File: src/design/keyword_dictionary_expander_core_defines.svh
// Assertion macros shared by the keyword dictionary expander RTL.
// Each macro expects aclk and aresetn to be visible where it is used.
`ifndef KEYWORD_DICTIONARY_EXPANDER_CORE_DEFINES_SVH
`define KEYWORD_DICTIONARY_EXPANDER_CORE_DEFINES_SVH

// Condition holds at every edge outside reset
`define KDE_ASSERT_HOLDS(lbl, cond, msg) \
    lbl: assert property (@(posedge aclk) disable iff (!aresetn) (cond)) else $error(msg);

// Same-cycle implication
`define KDE_ASSERT_IMPLIES(lbl, ante, cons, msg) \
    lbl: assert property (@(posedge aclk) disable iff (!aresetn) (ante) |-> (cons)) \
        else $error(msg);

// Next-cycle implication
`define KDE_ASSERT_NEXT(lbl, ante, cons, msg) \
    lbl: assert property (@(posedge aclk) disable iff (!aresetn) (ante) |=> (cons)) \
        else $error(msg);

`endif

File: src/design/kde_pkg.sv
// Shared types and constants for the keyword dictionary expander.
// No dependencies; used by every module of the block.
package kde_pkg;

    // Input beat commands
    typedef enum logic [1:0] {
        CMD_DECODE = 2'd0,
        CMD_EXT_WR = 2'd1,
        CMD_KEY_WR = 2'd2,
        CMD_LEN_WR = 2'd3
    } kde_cmd_e;

    // Result error codes
    typedef enum logic [1:0] {
        ERR_NONE     = 2'd0,
        ERR_OVERFLOW = 2'd1,
        ERR_TRUNC    = 2'd2,
        ERR_DANGLE   = 2'd3
    } kde_err_e;

    // Walker sequencer states
    typedef enum logic [2:0] {
        ST_IDLE,
        ST_EXT,
        ST_TOP,
        ST_BYTE,
        ST_ESC,
        ST_KEXT,
        ST_FIN
    } kde_state_e;

    // Keyword bytes examined per decode step before the run is cut
    localparam int WALK_LIMIT = 4096;

    // Register map: one register, word index in paddr[2]
    localparam int  APB_AW        = 3;
    localparam logic REG_EXT_COUNT = 1'b0;
    localparam logic [5:0] EXT_COUNT_RST = 6'd1;

    // Byte classes
    localparam logic [7:0] ESC_BYTE = 8'h00;

    // One input beat, unpacked
    typedef struct packed {
        kde_cmd_e    cmd;
        logic [7:0]  data;
        logic [6:0]  key_idx;
        logic [4:0]  byte_pos;
        logic [5:0]  key_len;
        logic [4:0]  ext_slot;
        logic        last;
    } kde_beat_t;

    // Store write requests (range checked)
    typedef struct packed {
        logic        kb_we;
        logic        kl_we;
        logic        ext_we;
        logic [6:0]  key_idx;
        logic [4:0]  byte_pos;
        logic [5:0]  key_len;
        logic [4:0]  ext_slot;
        logic [7:0]  data;
    } kde_wr_req_t;

    // Store read requests
    typedef struct packed {
        logic        key_rd;
        logic [6:0]  key_idx;
        logic [7:0]  key_pos;
        logic        ext_rd;
        logic [4:0]  ext_idx;
    } kde_rd_req_t;

    // Registered read data
    typedef struct packed {
        logic [7:0]  kb_data;
        logic [7:0]  kl_len;
        logic [7:0]  ext_data;
    } kde_rd_rsp_t;

    // Walker to output stage
    typedef struct packed {
        logic        put;
        logic [7:0]  ch;
        logic        fin;
        logic        fin_last;
        kde_err_e    fin_err;
    } kde_emit_t;

    // Output stage to walker
    typedef struct packed {
        logic        put_ok;
        logic        fin_ok;
    } kde_out_rdy_t;

endpackage

File: src/design/kde_out.sv
// Result stage: one held-back character plus the output register.
// The held character lets the final result carry last and error; uses kde_pkg.
module kde_out (
    input  logic                  aclk,
    input  logic                  aresetn,
    input  kde_pkg::kde_emit_t    emit,
    output kde_pkg::kde_out_rdy_t rdy,
    output logic                  m_valid,
    input  logic                  m_ready,
    output logic [7:0]            m_char,
    output logic                  m_char_valid,
    output logic                  m_last,
    output kde_pkg::kde_err_e     m_err
);
    import kde_pkg::*;

    logic       pend_vld_reg, pend_vld_next;
    logic [7:0] pend_char_reg, pend_char_next;
    logic       ovld_reg, ovld_next;
    logic [7:0] ochar_reg, ochar_next;
    logic       ocv_reg, ocv_next;
    logic       olast_reg, olast_next;
    kde_err_e   oerr_reg, oerr_next;
    logic       out_free;

    assign out_free   = !ovld_reg || m_ready;
    assign rdy.put_ok = !pend_vld_reg || out_free;
    assign rdy.fin_ok = out_free;

    // Held character moves out when a newer one arrives or the step ends
    always_comb begin
        pend_vld_next  = pend_vld_reg;
        pend_char_next = pend_char_reg;
        ovld_next      = ovld_reg && !m_ready;
        ochar_next     = ochar_reg;
        ocv_next       = ocv_reg;
        olast_next     = olast_reg;
        oerr_next      = oerr_reg;
        if (emit.put) begin
            if (pend_vld_reg) begin
                ovld_next  = 1'b1;
                ochar_next = pend_char_reg;
                ocv_next   = 1'b1;
                olast_next = 1'b0;
                oerr_next  = ERR_NONE;
            end
            pend_vld_next  = 1'b1;
            pend_char_next = emit.ch;
        end else if (emit.fin) begin
            if (pend_vld_reg) begin
                ovld_next     = 1'b1;
                ochar_next    = pend_char_reg;
                ocv_next      = 1'b1;
                olast_next    = emit.fin_last;
                oerr_next     = emit.fin_err;
                pend_vld_next = 1'b0;
            end else if (emit.fin_last || (emit.fin_err != ERR_NONE)) begin
                // end-only marker
                ovld_next  = 1'b1;
                ochar_next = 8'd0;
                ocv_next   = 1'b0;
                olast_next = emit.fin_last;
                oerr_next  = emit.fin_err;
            end
        end
    end

    always_ff @(posedge aclk) begin
        if (!aresetn) begin
            pend_vld_reg <= 1'b0;
            ovld_reg     <= 1'b0;
        end else begin
            pend_vld_reg <= pend_vld_next;
            ovld_reg     <= ovld_next;
        end
    end

    always_ff @(posedge aclk) begin
        pend_char_reg <= pend_char_next;
        ochar_reg     <= ochar_next;
        ocv_reg       <= ocv_next;
        olast_reg     <= olast_next;
        oerr_reg      <= oerr_next;
    end

    assign m_valid      = ovld_reg;
    assign m_char       = ochar_reg;
    assign m_char_valid = ocv_reg;
    assign m_last       = olast_reg;
    assign m_err        = oerr_reg;

endmodule

File: config.mk
export PLATFORM = sky130hd
export DESIGN_NAME = kde_out
export DESIGN_NICKNAME = d
export VERILOG_FILES = /design/src/design/keyword_dictionary_expander_core_defines.svh /design/src/design/kde_pkg.sv /design/src/design/kde_out.sv
export SDC_FILE = /design/constraint.sdc
export NUM_CORES = 1
export LEC_CHECK = 0
export BUFFER_PORTS_ARGS = -buffer_cell sky130_fd_sc_hd__buf_2
export CAP_MARGIN = 10
export CORE_AREA = 5 5 48 50
export DETAILED_ROUTE_END_ITERATION = 12
export DIE_AREA = 0 0 53 55
export GPL_TIMING_DRIVEN = 0
export PLACE_DENSITY = 0.74
export SYNTH_ARGS = -nofsm -noshare
export SYNTH_HDL_FRONTEND = slang
export SYNTH_SLANG_ARGS = --single-unit
File: constraint.sdc
create_clock -name aclk -period 2.95 [get_ports aclk]
set_clock_uncertainty 0.15 [all_clocks]
set_input_delay 0.59 -clock aclk [delete_from_list [all_inputs] [get_ports aclk]]
set_output_delay 0.59 -clock aclk [all_outputs]
set_load 0.02 [all_outputs]
## Word-level counts from Yosys, hierarchy flattened

Index checks and enable logic that the tools add are counted.

- Bits in registers: 22
- Input port bits: 16
- Output and inout port bits: 15
- Logic and storage cells: 46

- Eq/ne operators: 1
- Multiplexer cells: 27
- Reductions and logical operators: 11

Operator list:

| operator | count |
|---|---|
| $mux 8 | 5 |
| $mux 1 | 17 |
| $mux 2 | 5 |
| $reduce_bool 2->1 | 3 |
| $logic_not 1->1 | 3 |
| $logic_or 1x1->1 | 3 |
| $reduce_and 3->1 | 1 |
| $ne 2x1->1 const B | 1 |
| $logic_and 1x1->1 | 1 |

## Logic depth before layout (Yosys ltp)

- Depth in word-level cells: 6
- Gate-level depth with buffers: 2
- Gate-level depth less buffers: 2

## Worst setup path before layout

Ideal clock, no wire load.

- Path kind: input to register
- Start: in emit[12] (netlist bit)
- End: reg ochar_reg[0], in the netlist m_char[0], enable pin
- Setup time: 398 ps
- Data arrival time: 1612 ps
- Data required time: 2402 ps
- Setup slack: 790 ps
- Stages on the path: 2
- Buffers on the path: 0
- Cell sequence: nand2b_1 > o21ai_0

- Longest elaborated chain between the ends: 2
- Elaborated cells between the ends (all ways): 3
- Classes of those cells: 1 x eq/ne; 2 x reduce/logical

Ends and longest elaborated chain:

| element | RTL line | source |
|---|---|---|
| start: declaration | kde_out.sv:6 | `input kde_pkg::kde_emit_t emit,` |
| $ne 2x1->1 (no line) or $reduce_bool 2->1 (tied branches) | -- |  |
| $reduce_and 3->1 (no line) (*) | -- |  |
| end signal: assignment | kde_out.sv:80 | `ochar_reg <= ochar_next;` |
| end: declaration | kde_out.sv:20 | `logic [7:0] ochar_reg, ochar_next;` |

Mark *: on every way between the ends. The rest lies on a longest branch, timed or not.
A chain may end at the register's enable or synchronous reset.

## Worst setup path after layout

- Start: in m_ready
- End: out rdy[0] (netlist bit)

- Longest elaborated chain between the ends: 1

Ends and longest elaborated chain:

| element | RTL line | source |
|---|---|---|
| start: declaration | kde_out.sv:9 | `input logic m_ready,` |
| $logic_or 1x1->1 | kde_out.sv:26 | `assign out_free = !ovld_reg \|\| m_ready;` |
| end: declaration | kde_out.sv:7 | `output kde_pkg::kde_out_rdy_t rdy,` |

Every way passes these cells.

==> reports/metrics.yaml <==
min_period_over_period_pct: 61.9
postCtsHoldBufs: 0
dieArea_um2: 2920
port_buffers: 30
vias: 477
place_ws_ns: 1.12
layout_commonest_cell: "buf_2"
cts_tree: "yes"
netlist_area_um2: 843
max-slew-margin-rel_pct: 78.2
hold_viol: 0
post-route-drc-count: 0
hold_class: "input port to flop"
status: "completed"
io_pins: 31
setup_viol: 0
crit_arrival_ns: 1.09
die_h_um: 55
grt_start_max_net_pins: 18
slew_violations: 0
crit_slowest_cell: "buf_2"
diodes: 0
dp_hpwl_um: 941
ys_seq_elements: 22
p_per_area_nw_per_um2: 623
start_util_pct: 45.3
post_cts_resized: 0
grt_use_total_pct: 9.78
core_region_area_um2: 1860
cts_setup_buffers: 0
peakVddDrop_mv: 0.393
path_cells: "buf_2 > nand2b_1 > buf_4 > buf_2"
ys_seq_area_share_pct: 76.0
placed_cells: 106
maxCapViolations: 0
final_cell_mix: "buf_2 (30), edfxtp_1 (20), nor2b_2 (8)"
finalNonFillerCells: 110
cellLeakagePower_nw: 0.441
fin_crit_ns: 1.83
drt-pass1-iter-count: 3
clk_pin_slew_ns: 0.12
die_x_um: 53
use_met1_pct: 10.6
grtUsageMet3_pct: 4.02
drtIter0Drc: 4
yosysWarnings: 0
synthCells: 48
cts_max_level: 1
fin_tns_setup_ns: 0
worstSkewPairLatency_ns: 0.30
top_usage_layer: "met2"
antenna_found_initial: 0
routabilityCongestion: 0.624
rows: 16
crit_top_cell: "buf_2"
grt_util_met2_pct: 15.9
end_kind: "output port"
grt_pass1_wl_um: 1970
vias_per_cell: 4.34
fin_nets: 100
grt-ovfl-total: 0
worstPathRequired_ns: 2.21
criticalPathCategory: "input port to output port"
critical_path.max_fanout: 3
synth_nets: 64
final_critical_path_setup_slack_ns: 1.12
ys_types: 15
drt-total-wl_um: 1240
drive_above_1_share_pct: 59.0
ff2ff_setup_slack_ns: 1.63
slowest_delay_ns: 0.15
startpoint_type: "input port"
area_growth_pct: 28.9
fmax_mhz: 547
worst_pin_slew_ns: 0.325
placed_area_um2: 1030
power_w: 0.000677
fin_area_um2: 1090
grt_pass1_vias: 474
drtAntennaViolNets: 0
synth.avg_cell_area_um2: 17.6
cts_buffers: 3
wl_per_cell_um: 11.3
rsz0062_at_grt: "no"
cts_sinks: 22
cts-root-buf: "clkbuf_4"
cts_buffer_depth: 2
-- cell families after synthesis --
logic type / share of synthesized area, %
AO/OA/AOI/OAI: 4.45
buffers and inverters: 1.34
flip-flops: 76.0
AND/OR/NAND/NOR: 18.2
-- layout make-up --
cell class	count	area [um2]
clock buffers	3	22.5
clock inverters	1	30.0
plain buffers	1	7.51
multi-input cells	24	191
fillers	161	774
repair buffers	31	158
inverters	1	3.75
well taps	27	33.8
flip-flops and latches	22	641
-- where the power goes --
part	switching, W	total (W)	internal, W	leakage (nW)
clock	0.0000834	0.000221	0.000137	0.0279
combinational	0.0000472	0.0000805	0.0000332	0.200
sequential	0.00000676	0.000376	0.000369	0.213
total	0.000137	0.000677	0.000540	0.441
-- worst max-delay path, delay by kind of cell --
| family | cells | cell delay (ns) |
|---|---|---|
| simple gates | 1 | 0.13 |
| buf+inv | 3 | 0.37 |
-- through the flow --
stage,util [%],hold WS (ns)
finish,58.4,0.304
global route,58.4,0.282
CTS,58.4,0.291
detailed placement,55.6,0.365
global placement,55.2,0.361
floorplan,-,0.357
-- per-layer routing --
metal,up-vias,wire length [um]
met5,-,0
li1,243,-
met1,210,502
met2,24,573
met3,0,166
met4,0,0
-- path summary, 6_finish.rpt --
kind,startpoint,endpoint,cells after the start
setup / recovery,m_ready,rdy[0],4
hold / removal,emit[8],pend_char_reg[4],1
setup reg to reg,pend_vld_reg,m_char[6],3
hold reg to reg,pend_char_reg[1],m_char[1],1
-- cells in the mapped netlist --
library cell | number | area (um2)
nor2b_1 | 1 | 6.26
nor3_1 | 1 | 5.00
o211ai_1 | 1 | 7.51
o21a_1 | 1 | 7.51
nand2b_1 | 2 | 12.5
buf_4 | 1 | 7.51
o211ai_2 | 1 | 12.5
edfxtp_1 | 20 | 601
dfxtp_1 | 2 | 40.0
and2b_2 | 3 | 26.3
inv_1 | 1 | 3.75
nand3b_1 | 3 | 22.5
nor2b_2 | 8 | 70.1
nor2_4 | 1 | 11.3
o21ai_0 | 2 | 10.0
Power figures use the tool's default switching activity.
