File: src/design/keyword_dictionary_expander_core_defines.svh
// Assertion macros shared by the keyword dictionary expander RTL.
// Each macro expects aclk and aresetn to be visible where it is used.
`ifndef KEYWORD_DICTIONARY_EXPANDER_CORE_DEFINES_SVH
`define KEYWORD_DICTIONARY_EXPANDER_CORE_DEFINES_SVH

// Condition holds at every edge outside reset
`define KDE_ASSERT_HOLDS(lbl, cond, msg) \
    lbl: assert property (@(posedge aclk) disable iff (!aresetn) (cond)) else $error(msg);

// Same-cycle implication
`define KDE_ASSERT_IMPLIES(lbl, ante, cons, msg) \
    lbl: assert property (@(posedge aclk) disable iff (!aresetn) (ante) |-> (cons)) \
        else $error(msg);

// Next-cycle implication
`define KDE_ASSERT_NEXT(lbl, ante, cons, msg) \
    lbl: assert property (@(posedge aclk) disable iff (!aresetn) (ante) |=> (cons)) \
        else $error(msg);

`endif

File: src/design/kde_pkg.sv
// Shared types and constants for the keyword dictionary expander.
// No dependencies; used by every module of the block.
package kde_pkg;

    // Input beat commands
    typedef enum logic [1:0] {
        CMD_DECODE = 2'd0,
        CMD_EXT_WR = 2'd1,
        CMD_KEY_WR = 2'd2,
        CMD_LEN_WR = 2'd3
    } kde_cmd_e;

    // Result error codes
    typedef enum logic [1:0] {
        ERR_NONE     = 2'd0,
        ERR_OVERFLOW = 2'd1,
        ERR_TRUNC    = 2'd2,
        ERR_DANGLE   = 2'd3
    } kde_err_e;

    // Walker sequencer states
    typedef enum logic [2:0] {
        ST_IDLE,
        ST_EXT,
        ST_TOP,
        ST_BYTE,
        ST_ESC,
        ST_KEXT,
        ST_FIN
    } kde_state_e;

    // Keyword bytes examined per decode step before the run is cut
    localparam int WALK_LIMIT = 4096;

    // Register map: one register, word index in paddr[2]
    localparam int  APB_AW        = 3;
    localparam logic REG_EXT_COUNT = 1'b0;
    localparam logic [5:0] EXT_COUNT_RST = 6'd1;

    // Byte classes
    localparam logic [7:0] ESC_BYTE = 8'h00;

    // One input beat, unpacked
    typedef struct packed {
        kde_cmd_e    cmd;
        logic [7:0]  data;
        logic [6:0]  key_idx;
        logic [4:0]  byte_pos;
        logic [5:0]  key_len;
        logic [4:0]  ext_slot;
        logic        last;
    } kde_beat_t;

    // Store write requests (range checked)
    typedef struct packed {
        logic        kb_we;
        logic        kl_we;
        logic        ext_we;
        logic [6:0]  key_idx;
        logic [4:0]  byte_pos;
        logic [5:0]  key_len;
        logic [4:0]  ext_slot;
        logic [7:0]  data;
    } kde_wr_req_t;

    // Store read requests
    typedef struct packed {
        logic        key_rd;
        logic [6:0]  key_idx;
        logic [7:0]  key_pos;
        logic        ext_rd;
        logic [4:0]  ext_idx;
    } kde_rd_req_t;

    // Registered read data
    typedef struct packed {
        logic [7:0]  kb_data;
        logic [7:0]  kl_len;
        logic [7:0]  ext_data;
    } kde_rd_rsp_t;

    // Walker to output stage
    typedef struct packed {
        logic        put;
        logic [7:0]  ch;
        logic        fin;
        logic        fin_last;
        kde_err_e    fin_err;
    } kde_emit_t;

    // Output stage to walker
    typedef struct packed {
        logic        put_ok;
        logic        fin_ok;
    } kde_out_rdy_t;

endpackage

File: src/design/kde_walker.sv
// Decode sequencer: classifies input bytes and walks nested keywords
// through the store memories with a small nesting stack. Uses kde_pkg.
`include "keyword_dictionary_expander_core_defines.svh"

module kde_walker #(
    parameter int KEY_COUNT   = 128,
    parameter int KEY_BYTES   = 32,
    parameter int EXT_SLOTS   = 32,
    parameter int STACK_DEPTH = 8,
    parameter int MAX_RUN     = 64
) (
    input  logic                  aclk,
    input  logic                  aresetn,
    input  logic                  in_valid,
    output logic                  in_ready,
    input  kde_pkg::kde_beat_t    beat,
    input  logic [5:0]            ext_count,
    output kde_pkg::kde_rd_req_t  rd_req,
    input  kde_pkg::kde_rd_rsp_t  rd_rsp,
    output kde_pkg::kde_emit_t    emit,
    input  kde_pkg::kde_out_rdy_t out_rdy
);
    import kde_pkg::*;

    localparam int KIW = (KEY_COUNT > 1) ? $clog2(KEY_COUNT) : 1;
    localparam int PW  = $clog2(KEY_BYTES + 1);
    localparam int SPW = $clog2(STACK_DEPTH + 1);
    localparam int STW = (STACK_DEPTH > 1) ? $clog2(STACK_DEPTH) : 1;
    localparam int CW  = $clog2(MAX_RUN + 1);
    localparam int WW  = $clog2(WALK_LIMIT + 1);

    kde_state_e     state_reg, state_next;
    logic           esc_reg, esc_next;
    logic [CW-1:0]  count_reg, count_next;
    logic [WW-1:0]  walked_reg, walked_next;
    kde_err_e       err_reg, err_next;
    logic           stop_reg, stop_next;
    logic           last_reg, last_next;
    logic [SPW-1:0] sp_reg, sp_next;
    logic [KIW-1:0] cur_key_reg, cur_key_next;
    logic [PW-1:0]  cur_pos_reg, cur_pos_next;

    // Nesting stack: keyword number and next byte offset per level
    logic [KIW-1:0] stk_key_reg [STACK_DEPTH];
    logic [PW-1:0]  stk_pos_reg [STACK_DEPTH];

    logic           upd_en;
    logic [STW-1:0] upd_idx;
    logic [PW-1:0]  upd_pos;
    logic           push_en;
    logic [STW-1:0] push_idx;
    logic [KIW-1:0] push_key;

    logic [STW-1:0] stk_top;
    logic [PW-1:0]  len;
    logic [7:0]     kb;
    logic [PW-1:0]  pos1;
    logic           byte_live;
    logic           walk_full;
    logic           want_put;
    logic [7:0]     put_ch;
    logic           put_go;
    logic           stall;

    function automatic logic is_mapped(input logic [7:0] b, input logic [5:0] cnt);
        is_mapped = (b != ESC_BYTE) && (b < {2'b00, cnt}) && (b < 8'(EXT_SLOTS));
    endfunction

    function automatic kde_err_e first_err(input kde_err_e cur, input kde_err_e nw);
        first_err = (cur == ERR_NONE) ? nw : cur;
    endfunction

    assign stk_top   = STW'(sp_reg - SPW'(1));
    assign len       = rd_rsp.kl_len[PW-1:0];
    assign kb        = rd_rsp.kb_data;
    assign pos1      = cur_pos_reg + PW'(1);
    assign byte_live = cur_pos_reg < len;
    assign walk_full = walked_reg == WW'(WALK_LIMIT);
    assign in_ready  = state_reg == ST_IDLE;

    // Character produced in this state, before run budget and stall
    always_comb begin
        want_put = 1'b0;
        put_ch   = rd_rsp.ext_data;
        case (state_reg)
            ST_EXT, ST_KEXT: begin
                want_put = 1'b1;
            end
            ST_ESC: begin
                want_put = 1'b1;
                put_ch   = kb;
            end
            ST_BYTE: begin
                if (byte_live && !walk_full && (kb != ESC_BYTE)
                        && !is_mapped(kb, ext_count) && !kb[7]) begin
                    want_put = 1'b1;
                    put_ch   = kb;
                end
            end
            default: begin
                want_put = 1'b0;
            end
        endcase
    end

    assign put_go = want_put && !stop_reg && (count_reg != CW'(MAX_RUN));
    assign stall  = put_go && !out_rdy.put_ok;

    // Next state and datapath control
    always_comb begin
        state_next   = state_reg;
        esc_next     = esc_reg;
        count_next   = count_reg;
        walked_next  = walked_reg;
        err_next     = err_reg;
        stop_next    = stop_reg;
        last_next    = last_reg;
        sp_next      = sp_reg;
        cur_key_next = cur_key_reg;
        cur_pos_next = cur_pos_reg;
        upd_en       = 1'b0;
        upd_idx      = stk_top;
        upd_pos      = pos1;
        push_en      = 1'b0;
        push_idx     = STW'(sp_reg);
        push_key     = KIW'(kb[6:0]);
        rd_req       = '0;
        emit         = '0;

        if (!stall) begin
            case (state_reg)
                ST_IDLE: begin
                    if (in_valid && (beat.cmd == CMD_DECODE)) begin
                        count_next  = '0;
                        walked_next = '0;
                        err_next    = ERR_NONE;
                        stop_next   = 1'b0;
                        last_next   = beat.last;
                        sp_next     = '0;
                        state_next  = ST_FIN;
                        if (esc_reg) begin
                            esc_next   = 1'b0;
                            emit.put   = 1'b1;
                            emit.ch    = beat.data;
                            count_next = CW'(1);
                        end else if (beat.data == ESC_BYTE) begin
                            if (beat.last) begin
                                err_next = ERR_DANGLE;
                            end else begin
                                esc_next = 1'b1;
                            end
                        end else if (is_mapped(beat.data, ext_count)) begin
                            rd_req.ext_rd  = 1'b1;
                            rd_req.ext_idx = beat.data[4:0];
                            state_next     = ST_EXT;
                        end else if (beat.data[7]) begin
                            // keyword reference opens the walk
                            if ({1'b0, beat.data[6:0]} < 8'(KEY_COUNT)) begin
                                push_en  = 1'b1;
                                push_idx = '0;
                                push_key = KIW'(beat.data[6:0]);
                                sp_next  = SPW'(1);
                            end
                            state_next = ST_TOP;
                        end else begin
                            emit.put   = 1'b1;
                            emit.ch    = beat.data;
                            count_next = CW'(1);
                        end
                        if (beat.last) begin
                            esc_next = 1'b0;
                        end
                    end
                end
                ST_EXT: begin
                    state_next = ST_FIN;
                end
                ST_TOP: begin
                    if ((sp_reg == '0) || stop_reg) begin
                        state_next = ST_FIN;
                    end else begin
                        cur_key_next   = stk_key_reg[stk_top];
                        cur_pos_next   = stk_pos_reg[stk_top];
                        rd_req.key_rd  = 1'b1;
                        rd_req.key_idx = 7'(stk_key_reg[stk_top]);
                        rd_req.key_pos = 8'(stk_pos_reg[stk_top]);
                        state_next     = ST_BYTE;
                    end
                end
                ST_BYTE: begin
                    if (!byte_live) begin
                        // keyword finished: pop
                        sp_next    = sp_reg - SPW'(1);
                        state_next = ST_TOP;
                    end else if (walk_full) begin
                        err_next   = first_err(err_reg, ERR_TRUNC);
                        stop_next  = 1'b1;
                        state_next = ST_FIN;
                    end else begin
                        walked_next = walked_reg + WW'(1);
                        if (kb == ESC_BYTE) begin
                            if (pos1 < len) begin
                                rd_req.key_rd  = 1'b1;
                                rd_req.key_idx = 7'(cur_key_reg);
                                rd_req.key_pos = 8'(pos1);
                                state_next     = ST_ESC;
                            end else begin
                                // escape on the final byte is dropped
                                upd_en     = 1'b1;
                                state_next = ST_TOP;
                            end
                        end else if (is_mapped(kb, ext_count)) begin
                            upd_en         = 1'b1;
                            rd_req.ext_rd  = 1'b1;
                            rd_req.ext_idx = kb[4:0];
                            state_next     = ST_KEXT;
                        end else if (kb[7]) begin
                            upd_en = 1'b1;
                            if ({1'b0, kb[6:0]} < 8'(KEY_COUNT)) begin
                                if (sp_reg == SPW'(STACK_DEPTH)) begin
                                    err_next = first_err(err_reg, ERR_OVERFLOW);
                                end else begin
                                    push_en = 1'b1;
                                    sp_next = sp_reg + SPW'(1);
                                end
                            end
                            state_next = ST_TOP;
                        end else begin
                            upd_en     = 1'b1;
                            state_next = ST_TOP;
                        end
                    end
                end
                ST_ESC: begin
                    upd_en     = 1'b1;
                    upd_pos    = cur_pos_reg + PW'(2);
                    state_next = ST_TOP;
                end
                ST_KEXT: begin
                    state_next = ST_TOP;
                end
                ST_FIN: begin
                    if (out_rdy.fin_ok) begin
                        emit.fin      = 1'b1;
                        emit.fin_last = last_reg;
                        emit.fin_err  = err_reg;
                        sp_next       = '0;
                        state_next    = ST_IDLE;
                    end
                end
                default: begin
                    state_next = ST_IDLE;
                end
            endcase

            // Run budget on walker characters
            if (want_put) begin
                if (put_go) begin
                    emit.put   = 1'b1;
                    emit.ch    = put_ch;
                    count_next = count_reg + CW'(1);
                end else if (!stop_reg) begin
                    err_next  = first_err(err_reg, ERR_TRUNC);
                    stop_next = 1'b1;
                end
            end
        end
    end

    // Control registers
    always_ff @(posedge aclk) begin
        if (!aresetn) begin
            state_reg  <= ST_IDLE;
            esc_reg    <= 1'b0;
            count_reg  <= '0;
            walked_reg <= '0;
            err_reg    <= ERR_NONE;
            stop_reg   <= 1'b0;
            last_reg   <= 1'b0;
            sp_reg     <= '0;
        end else begin
            state_reg  <= state_next;
            esc_reg    <= esc_next;
            count_reg  <= count_next;
            walked_reg <= walked_next;
            err_reg    <= err_next;
            stop_reg   <= stop_next;
            last_reg   <= last_next;
            sp_reg     <= sp_next;
        end
    end

    always_ff @(posedge aclk) begin
        cur_key_reg <= cur_key_next;
        cur_pos_reg <= cur_pos_next;
    end

    // Stack entries: offset update at the top, push one above
    always_ff @(posedge aclk) begin
        for (int i = 0; i < STACK_DEPTH; i++) begin
            if (upd_en && (upd_idx == STW'(i))) begin
                stk_pos_reg[i] <= upd_pos;
            end
            if (push_en && (push_idx == STW'(i))) begin
                stk_key_reg[i] <= push_key;
                stk_pos_reg[i] <= '0;
            end
        end
    end

    `KDE_ASSERT_IMPLIES(a_put_in_budget, emit.put && (state_reg != ST_IDLE), !stop_reg && (count_reg < CW'(MAX_RUN)), "character emitted past run budget")
    `KDE_ASSERT_IMPLIES(a_stop_has_err, stop_reg, err_reg != ERR_NONE, "run stopped without an error code")
    `KDE_ASSERT_IMPLIES(a_walk_has_level, (state_reg == ST_BYTE) || (state_reg == ST_ESC), sp_reg != '0, "keyword byte read with empty stack")
    `KDE_ASSERT_NEXT(a_fin_to_idle, emit.fin, (state_reg == ST_IDLE) && (sp_reg == '0), "step end did not return to idle")
    `KDE_ASSERT_HOLDS(a_sp_bound, sp_reg <= SPW'(STACK_DEPTH), "nesting pointer beyond stack depth")

endmodule

File: config.mk
export PLATFORM = sky130hd
export DESIGN_NAME = kde_walker
export DESIGN_NICKNAME = d
export VERILOG_FILES = /design/src/design/kde_pkg.sv /design/src/design/kde_walker.sv
export VERILOG_INCLUDE_DIRS = /design/src /design/src/design
export SDC_FILE = /design/constraint.sdc
export NUM_CORES = 1
export LEC_CHECK = 0
export BUFFER_PORTS_ARGS = -buffer_cell sky130_fd_sc_hd__buf_2
export CAP_MARGIN = 20
export CORE_MARGIN = 3
export CORE_UTILIZATION = 60
export CTS_BUF_LIST = sky130_fd_sc_hd__clkbuf_4
export DETAILED_ROUTE_END_ITERATION = 12
export GPL_TIMING_DRIVEN = 0
export PLACE_DENSITY = 0.83
export SLEW_MARGIN = 20
export SYNTH_ARGS = -nofsm -noshare
export SYNTH_HDL_FRONTEND = slang
export SYNTH_SLANG_ARGS = --single-unit
File: constraint.sdc
create_clock -name aclk -period 5.1 [get_ports aclk]
set_clock_uncertainty 0.15 [all_clocks]
set_input_delay 1.02 -clock aclk [delete_from_list [all_inputs] [get_ports aclk]]
set_output_delay 1.02 -clock aclk [all_outputs]
set_load 0.02 [all_outputs]
# Yosys cells after proc, flatten, opt, wreduce, memory -nomap -nowiden
# Memories as Yosys holds them, arrays and structs flattened.
# Cells that the tools add are included.
[totals] ff_bits=45 mem_bits_rw=104 inputBits=69 out_inout_bits=36 elab_cells=339 mem_count=2
[classes] add_sub_neg=6 n_lt_le_gt_ge=6 eq_ne=32 n_mux=207 bitwise_logic=10 reduce_logical=66
[mem_list] name="stk_key_reg" words=8 width=7 read_ports=1 rd_clocked_by_memory_dff=0 write_ports=1 line="kde_walker.sv:44" text="logic [KIW-1:0] stk_key_reg [STACK_DEPTH];"
[mem_list] name="stk_pos_reg" words=8 width=6 read_ports=1 rd_clocked_by_memory_dff=0 write_ports=2 line="kde_walker.sv:45" text="logic [PW-1:0] stk_pos_reg [STACK_DEPTH];"
[ops] op="6-bit two-way mux" count=22
[ops] op="7-bit two-way mux" count=18
[ops] op="3-bit two-way mux" count=32
[ops] op="1-bit two-way mux" count=80
[ops] op="9-bit two-way mux" count=8
[ops] op="22-bit two-way mux" count=3
[ops] op="13-bit two-way mux" count=4
[ops] op="7-bit OR reduction" count=7
[ops] op="16-bit two-way mux" count=3
[ops] op="4-bit two-way mux" count=10
[ops] op="6-bit OR reduction" count=6
[ops] op="3-bit equality test (second input constant)" count=11
[ops] op="16-bit case mux with 2 select lines" count=1
[ops] op="2-bit two-way mux" count=15
[ops] op="1-bit logical AND" count=28
[ops] op="13-bit case mux with 2 select lines" count=1
[ops] op="3-bit by 2-bit equality test with 1-bit output (second input constant)" count=6
[ops] op="3-bit case mux with 6 select lines" count=1
[ops] op="8-bit zero test" count=2
[ops] op="8-bit by 6-bit less-than comparator with 1-bit output" count=2
[ops] op="8-bit by 6-bit less-than comparator with 1-bit output (second input constant)" count=2
[ops] op="8-bit case mux with 2 select lines" count=1
[ops] op="8-bit nonzero test" count=2
[ops] op="3-bit != test (second input constant)" count=5
[ops] op="other kinds (32)" count=57

# Longest topological paths before layout
[depth] depth_word=24 mapped_depth=11 mapped_depth_nobuf=10

# Worst setup path after synthesis
# Ideal clock, no wire load.
[synth_timing] path_kind="input to output" start="in rd_rsp[12] (netlist name)" end="out emit[10] (netlist name)" t_arrival_ns=3.396 required_time_ns=3.930 path_slack_ns=0.534 stages=9 n_path_buf=1 cell_sequence="inv_1 > ha_1 > a21o_1 > a21o_1 > a211o_1 > o32ai_4 > nand3_1 > clkbuf_1 > o21ai_0"
[synth_rtl] item="start: declaration" line="kde_walker.sv:19" text="input kde_pkg::kde_rd_rsp_t rd_rsp,"
[synth_rtl] item="end: declaration" line="kde_walker.sv:20" text="output kde_pkg::kde_emit_t emit,"

==> results.cfg <==
[yosys]
synth-seq-cells = 149
synthTopCellsByArea = edfxtp_1 (42%), dfxtp_1 (9.7%), mux4_2 (7.5%), ha_1 (5.1%), nor2_1 (3.8%)
ys_types = 68
syn_inst = 673
synth-edff-count = 111
ys.flop_type = edfxtp_1
synth_area_um2 = 7860
async_flop_share = 0
yosysTopAreaCell = edfxtp_1
syn_avg_cell_area_um2 = 11.7
synth_seq_area_share = 0.521
yosys_warnings = 0
yosys.area.top_type_share = 0.424

[global_routing]
track_usage = 0.282
grt_pass1_wl_um = 31500
grt_pass1_vias = 6032
overflow = 0
grt_max_degree = 23
antenna_found_initial = 0

[setup_path]
worst_r2r_endpoint = stk_pos_reg[0][5]$_SDFFCE_PP0P_
arrival_ns = 3.77
reg2regPathDepth = 8
cp_max_fo = 10
critPathLaunchType = primary input
crit_required_ns = 3.93
critPathCaptureType = output port
slowest_delay_ns = 0.46
critPathSlowestCell = o32ai_4
critPathKind = primary input to output port
crit_chain = buf_2 -> inv_1 -> ha_1 -> a21o_1 -> a21o_1 -> a211o_1 -> o32ai_4 -> nand3_2 -> clkbuf_1 -> o21ai_0 -> buf_2
r2r_start = cur_pos_reg[4]$_DFFE_PP_
rrSetupSlack_ns = 1.06

[floorplan]
fp.coreArea_um2 = 12700
die_x_um = 120
initial_core_util = 0.618
io_pins = 105
placementRows = 41
dieArea_um2 = 14500
die_height_um = 120

[routing]
vias = 6136
drtIter0Drc = 703
detail_route.first_pass.iterations = 6
viasPerCell = 6.45
drc_errors = 0
ant_nets = 0
wl_per_cell_um = 20.8
wirelength_um = 19800

[sta]
max_slew_margin = 0.350
rsz0062_at_grt = no
whs_ns = 0.338
max_freq_ghz = 0.202
tns_ns = 0
fin_crit_sh = 0.968
finalWorstSetupSlack_ns = 0.161
finalMaxSlewViolations = 0
hold_viol_final = 0
min_period_ns = 4.94
worst_pin_slew_ns = 0.975
setup_violations = 0

[cells_and_area]
nNetsFinal = 869
finalNonFillerCells = 952
fin_util = 0.689
area_growth_pct = 11.6
drive_above_1_share = 0.246
finalInstanceArea_um2 = 8770
largest_reg_flops = 56

[run]
drv_cap = 0

[power_and_ir_drop]
peakVddDrop_mv = 0.178
powerDensity_nw_per_um2 = 256
totalPowerFinal_mw = 2.24
p_leak_nw = 3.35

[hold_path]
hold_start = last_reg$_SDFFE_PN0P_
holdPathEnd = last_reg$_SDFFE_PN0P_
hold_depth = 2
hp-class = flop to flop

[status]
status = finished, final reports clean

[placement]
dp_hpwl_um = 14300
gp_congestion = 0.905
dpl_cell_area_um2 = 8510
dpl.cell_count = 923
dp_slack_ns = -0.305
placement.io_buffers = 76

[clock_tree]
cts_hold_buffers = 0
clock_latency_ns = 0.57
post_cts_buffers = 0
root_buffer = clkbuf_4
cts.sinks = 149
cts.htree.levels = 4
clk_pin_slew_ns = 0.13
clockBufferDepth = 2
cts_made_buffers = 17
cts_tree = done
==> power breakdown <==
part / leakage, nW / switching [mW] / internal (mW)
Clock: 0.114 / 0.432 / 0.240
Combinational: 1.93 / 0.149 / 0.0929
Sequential: 1.31 / 0.00908 / 1.32
Total: 3.35 / 0.591 / 1.65
==> logic make-up (layout without fill, tap and decap cells) <==
logic type                 after synthesis  count (layout)  share of synthesized area
and+or+nand+nor                        231             231                      0.143
DFF                                    149             149                      0.521
AOI/OAI and AO/OA                      140             140                      0.126
muxes                                   57              57                      0.117
buffers and inverters                   49             154                     0.0253
adders and majority gates               32              32                     0.0510
xor gates and xnor gates                14              14                     0.0156
other                                    1               3                   0.000477
==> Yosys cell counts (5+ instances only) <==
master	n
a211oi_1	12
nor2_1	80
mux2_2	20
or4_1	6
clkbuf_1	19
or3_1	12
o211ai_1	5
xnor2_1	7
nor4_1	5
mux2i_1	11
mux4_2	26
nor2b_1	5
nand3_1	22
a22o_1	17
nand2_1	49
edfxtp_1	111
ha_1	32
xor2_1	7
o21ai_0	31
dfxtp_1	38
a21oi_1	31
nor3_1	10
buf_2	6
a21o_1	12
inv_1	19
and3_1	12
==> routing by layer <==
layer | part of all wire | GRT usage | wire length (um)
met1 | 0.40 | 0.390 | 8030
met5 | 0 | 0 | 0
met4 | 0.019 | 0.0935 | 370
met3 | 0.092 | 0.0552 | 1820
met2 | 0.48 | 0.454 | 9620
==> worst max path at each step <==
| stage | slack, ns | depth (start not counted) | startpoint | to |
|---|---|---|---|---|
| after floorplan | 0.53 | 9 | rd_rsp[12] | emit[10] |
| after global placement | -0.06 | 10 | sp_reg[0]$_SDFFE_PN0P_ | rd_req[11] |
| after detailed placement | -0.30 | 10 | sp_reg[0]$_SDFFE_PN0P_ | rd_req[11] |
| after CTS | 0.10 | 11 | rd_rsp[12] | emit[7] |
| after global routing | 0.03 | 10 | sp_reg[0]$_SDFFE_PN0P_ | rd_req[16] |
| final | 0.16 | 11 | rd_rsp[12] | emit[11] |
==> critical path: cells and delay by family <==
| family | cells | cell delay [ns] |
|---|---|---|
| buffers and inverters | 4 | 0.63 |
| adder cells (fa/ha/maj) | 1 | 0.30 |
| AND/OR/NAND/NOR | 1 | 0.25 |
| AO/OA/AOI/OAI | 5 | 1.55 |
==> cell usage in the layout, fill, tap and decap left out, types with 17 or more instances in the layout <==
master	instances
a22o_1	17
ha_1	31
nand2_1	49
nor2_1	75
inv_1	19
o21ai_0	31
edfxtp_1	111
nand3_1	21
dfxtp_1	38
mux4_2	26
mux2_2	20
clkbuf_4	18
a21oi_1	31
buf_2	82
==> cell type report <==
class,instances,area (um2)
Sequential cell,149,4090
Fill cell,965,3950
Multi-Input combinational cell,476,3620
Timing Repair Buffer,77,392
Tap cell,172,215
Clock buffer,18,135
Buffer,27,124
Clock inverter,12,109
Inverter,20,75.1
Antenna cell,1,2.50
==> what timing repair did <==
item / 4_1_cts / 5_1_grt
endpoints found under the setup margin: 13 / 17
pin swaps: 0 / 1
gates resized for setup: 7 / 3
Note: power is estimated with default switching activity, not from simulation.
